===== src/rtl/dll_pkg.sv =====
package dll_pkg;

  localparam int POOL_NODES_DEF = 256;
  localparam int DATA_WIDTH_DEF = 32;

  // fixed field widths of the request and result beats
  localparam int REQ_W    = 3;
  localparam int HANDLE_W = 8;
  localparam int WORD_W   = 32;
  localparam int STATUS_W = 2;
  localparam int COUNT_W  = 8;

  typedef enum logic [REQ_W-1:0] {
    REQ_INSERT     = 3'd0,
    REQ_ERASE      = 3'd1,
    REQ_PUSH_BACK  = 3'd2,
    REQ_PUSH_FRONT = 3'd3,
    REQ_POP_BACK   = 3'd4,
    REQ_POP_FRONT  = 3'd5,
    REQ_PEEK_BACK  = 3'd6,
    REQ_PEEK_FRONT = 3'd7
  } req_t;

  typedef enum logic [STATUS_W-1:0] {
    ST_OK    = 2'd0,
    ST_EMPTY = 2'd1,
    ST_FULL  = 2'd2,
    ST_BAD   = 2'd3
  } status_t;

  // node store write strobes
  typedef struct packed {
    logic value_we;
    logic use_we;
    logic use_bit;
    logic next_we;
    logic prev_we;
  } wr_t;

  // free pool strobes
  typedef struct packed {
    logic pop;
    logic push;
  } pool_ctl_t;

endpackage


===== src/rtl/dll_free_pool.sv =====
module dll_free_pool #(
  parameter int POOL_NODES = dll_pkg::POOL_NODES_DEF,
  localparam int AW = $clog2(POOL_NODES)
) (
  input  logic               clk,
  input  logic               rst_n,
  input  dll_pkg::pool_ctl_t ctl,
  input  logic [AW-1:0]      push_node,
  output logic               empty,
  output logic [AW-1:0]      alloc_node,
  output logic [AW-1:0]      fresh_lim
);
  import dll_pkg::*;

  localparam logic [AW-1:0] LAST = AW'(POOL_NODES - 1);

  logic [AW-1:0] stack_mem [POOL_NODES];
  logic [AW-1:0] top_r;
  logic [AW-1:0] lw_r;      // lowest top ever reached: slots below it are untouched
  logic [AW-1:0] rd_idx;
  logic [AW-1:0] rd_idx_r;
  logic [AW-1:0] rd_q_r;

  assign rd_idx = top_r - 1'b1;

  always_ff @(posedge clk) begin
    if (!rst_n) begin
      top_r <= LAST;
      lw_r  <= LAST;
    end else begin
      if (ctl.pop) begin
        top_r <= rd_idx;
        if (rd_idx < lw_r) lw_r <= rd_idx;
      end else if (ctl.push) begin
        top_r <= top_r + 1'b1;
      end
    end
  end

  always_ff @(posedge clk) begin
    if (ctl.push) stack_mem[top_r] <= push_node;
    rd_idx_r <= rd_idx;
    rd_q_r   <= stack_mem[rd_idx];
  end

  // untouched slot i holds node LAST-i from reset
  assign alloc_node = (rd_idx_r < lw_r) ? LAST - rd_idx_r : rd_q_r;
  assign empty      = (top_r == '0);
  // nodes above this were never handed out
  assign fresh_lim  = LAST - lw_r;

endmodule


===== config.mk =====
export PLATFORM = sky130hd
export DESIGN_NAME = dll_free_pool
export DESIGN_NICKNAME = d
export VERILOG_FILES = /design/src/rtl/dll_pkg.sv /design/src/rtl/dll_free_pool.sv
export SDC_FILE = /design/constraint.sdc
export NUM_CORES = 2
export LEC_CHECK = 0
export BUFFER_PORTS_ARGS = -buffer_cell sky130_fd_sc_hd__buf_2
export CORE_ASPECT_RATIO = 1.2
export CORE_MARGIN = 4
export CORE_UTILIZATION = 55
export CTS_CLUSTER_DIAMETER = 150
export DETAILED_ROUTE_END_ITERATION = 10
export PLACE_DENSITY = 0.74
export SYNTH_ARGS = -nofsm -noshare
export SYNTH_HDL_FRONTEND = slang
export SYNTH_SLANG_ARGS = --single-unit

===== constraint.sdc =====
create_clock -name clk -period 5.3 [get_ports clk]
set_input_delay 0.265 -clock clk [delete_from_list [all_inputs] [get_ports clk]]
set_output_delay 0.265 -clock clk [all_outputs]
set_load 0.01 [all_outputs]

==> results.ini <==
[setup_path]
crit_slowest_cell = ha_4
path_cells = inv_1 -> ha_4 -> buf_4 -> buf_12 -> mux4_2 -> mux4_2 -> a22o_1 -> a221oi_1 -> o221ai_1
worstPathRequired_ns = 5.95
r2r_start = top_r[0]$_SDFFE_PN1P_
reg2reg_depth = 9
critical_path.startpoint = top_r[0]$_SDFFE_PN1P_
crit_top_cell = mux4_2
critPathTopFamily = compound AO/OA/AOI/OAI gates
cp_max_fo = 43
arrival_ns = 5.16
path_buf_inv = 3
rrSetupSlack_ns = 0.79
setup.worst_path.class = reg2reg
cp.depth = 9
crit_path_end_kind = register
startpoint_type = register
crit_path_end = rd_q_r[4]$_DFF_P_
r2r-end = rd_q_r[4]$_DFF_P_
crit_path_max_incr_delay_ns = 0.74

[global_route]
track_usage = 0.2452
antenna_found_initial = 4
grt_pass1_wl_um = 268400
grt_max_degree = 185
overflow = 0
grt_pass1_vias = 37720

[finish]
layout_common_cells = edfxtp_1 (2048), mux4_2 (640), nor2_1 (267)
area_growth_pct = 11.24
nNetsFinal = 3616
layout_commonest_cell = edfxtp_1
drive_gt1_frac = 0.2819
instances_no_fill = 5684
fin_util = 0.6172

[clock_tree]
clkLatencyLatePin_ns = 0.82
cts.repair.resized = 0
cts_setup_buffers = 0
cts_buffers = 185
cts_tree = yes
path_clk_slew_ns = 0.07
clock_sinks = 2080
htreeDepth = 4
clockRootBuffer = clkbuf_16
clockBufferDepth = 3

[drt]
drc = 0
drt_iter0_markers = 5067
vias = 37260
wl_met3_um = 16030
wl_per_cell_um = 32.15
drtPass1Iterations = 6
via_per_inst = 6.556
ant_nets = 0
wl_um = 182700
highest_layer = met5
wl_met1_um = 67690
wl_met2_um = 92660

[power_and_ir_drop]
cellLeakagePower_nw = 27.71
power_w = 0.03643
power_density_nw_per_um2 = 406.7
ir_worst_vdd_mv = 0.3251

[timing]
period_minus_slack_ns = 4.512
max_freq_mhz = 221.6
max_slew_margin = 0.2483
worstMarginPinSlew_ns = 1.128
setup_ws_ns = 0.7875
setup_viol = 0
fin_skew_ns = 0.03154
finalCritPeriodShare = 0.8514
hold_viol_final = 0
slew_viol_final = 0
setup_tns_ns = 0
rsz0062_at_grt = false

[synth]
synthCells = 3484
syn_area_per_cell_um2 = 23.11
synthArstFlopShare = 0
synth_edf_count = 2048
ys_seq_elements = 2080
syn_nets = 3515
synth.distinct_cells = 41
synth_ff_type = edfxtp_1
yosys_warnings = 0
syn_area_um2 = 80520
synth-seq-area-share = 0.7718

[floorplanning]
die_y_um = 427.1
dieArea_um2 = 152600
rows = 153
io_pins = 29
die_w_um = 357.3
initial_core_util = 0.5549
core_area_um2 = 145100

[place]
place_inst = 5331
gp_congestion = 0.8207
dpl.hpwl_um = 106000
port_buffers = 28
post-place-ws_ns = 0.7945

[run]
drv_cap = 0

[status]
outcome = complete, no violations

[min_path]
worstHoldPathType = in2reg

## state kept, by name, indices dropped and copies added, names as in the netlist
signal,flops
lw_r,8
top_r,8
rd_idx_r,8
rd_q_r,8
stack_mem,2048
## synthesized netlist by cell type, drive strengths merged, types with 3 or more instances
cell	instances	area (um2)
o221ai	8	70.07
a22oi	40	300.3
o21a	3	22.52
buf	75	539.3
mux4	640	14410
xor2	6	52.55
nor3b	3	27.52
a21oi	4	23.77
nor3	4	25.02
a221oi	16	140.1
mux2i	15	150.1
nor2b	7	43.79
clkbuf	133	503.0
nand2	65	244.0
xnor2	7	61.31
edfxtp	2048	61500
nand3	23	115.1
a22o	16	140.1
dfxtp	32	640.6
ha	19	237.7
inv	24	90.08
nand4	4	25.02
o21ai	7	35.03
nor2	271	1017
## per-stage QoR
stage               hold slack, ns  instance area [um2]
detailed placement          0.4674                83210
global placement            0.4739                83210
floorplan                   0.3639                80520
finish                     0.05050                89560
CTS                        0.04113                89560
global route               0.07278                89560
## kinds of logic after synthesis
family / after synthesis / synth area share
flops: 2080 / 0.7718
mux: 655 / 0.1809
simple gates: 385 / 0.01922
buf+inv: 232 / 0.01406
compound gates: 100 / 0.009697
fa+ha+maj: 19 / 0.002953
xor+xnor: 13 / 0.001414
## worst min path at each step
stage,cells after the start,slack [ns],end,from
2_1_floorplan,0,0.36,stack_mem[0][0]$_DFFE_PP_,push_node[0]
3_3_place_gp,2,0.47,lw_r[6]$_SDFFE_PN1P_,lw_r[6]$_SDFFE_PN1P_
3_5_place_dp,2,0.47,lw_r[6]$_SDFFE_PN1P_,lw_r[6]$_SDFFE_PN1P_
4_1_cts,1,0.04,stack_mem[60][0]$_DFFE_PP_,push_node[0]
5_1_grt,1,0.07,stack_mem[55][0]$_DFFE_PP_,push_node[0]
6_report,1,0.05,stack_mem[55][0]$_DFFE_PP_,push_node[0]
## final cells by class
type	instances	area, um2
inverters	24	90.09
diodes	1	2.502
repair buffers	122	1229
well taps	1937	2424
clock buffers	231	5030
multi-input cells	1172	17360
fillers	9564	55540
flip-flops and latches	2080	62140
clock inverters	117	1284
## layer usage
metal / vias up / global-route usage
li1: 14950 / -
met1: 19910 / 0.3386
met2: 2058 / 0.4009
met3: 346 / 0.04740
met4: 2 / 0.08127
met5: - / 0
## timing repair
action                                  in CTS  in global routing
hold buffers                                 4                  0
hold endpoints to repair                   184                  0
endpoints found under the setup margin       0                  0
## power breakdown
part           internal [W]  total [W]  leakage (nW)  switching [W]
clock network       0.00805     0.0139          3.08        0.00585
registers            0.0182     0.0182          18.7      0.0000867
logic               0.00188    0.00429          5.96        0.00241
total                0.0281     0.0364          27.7        0.00835
(Power assumes the default switching activity.)
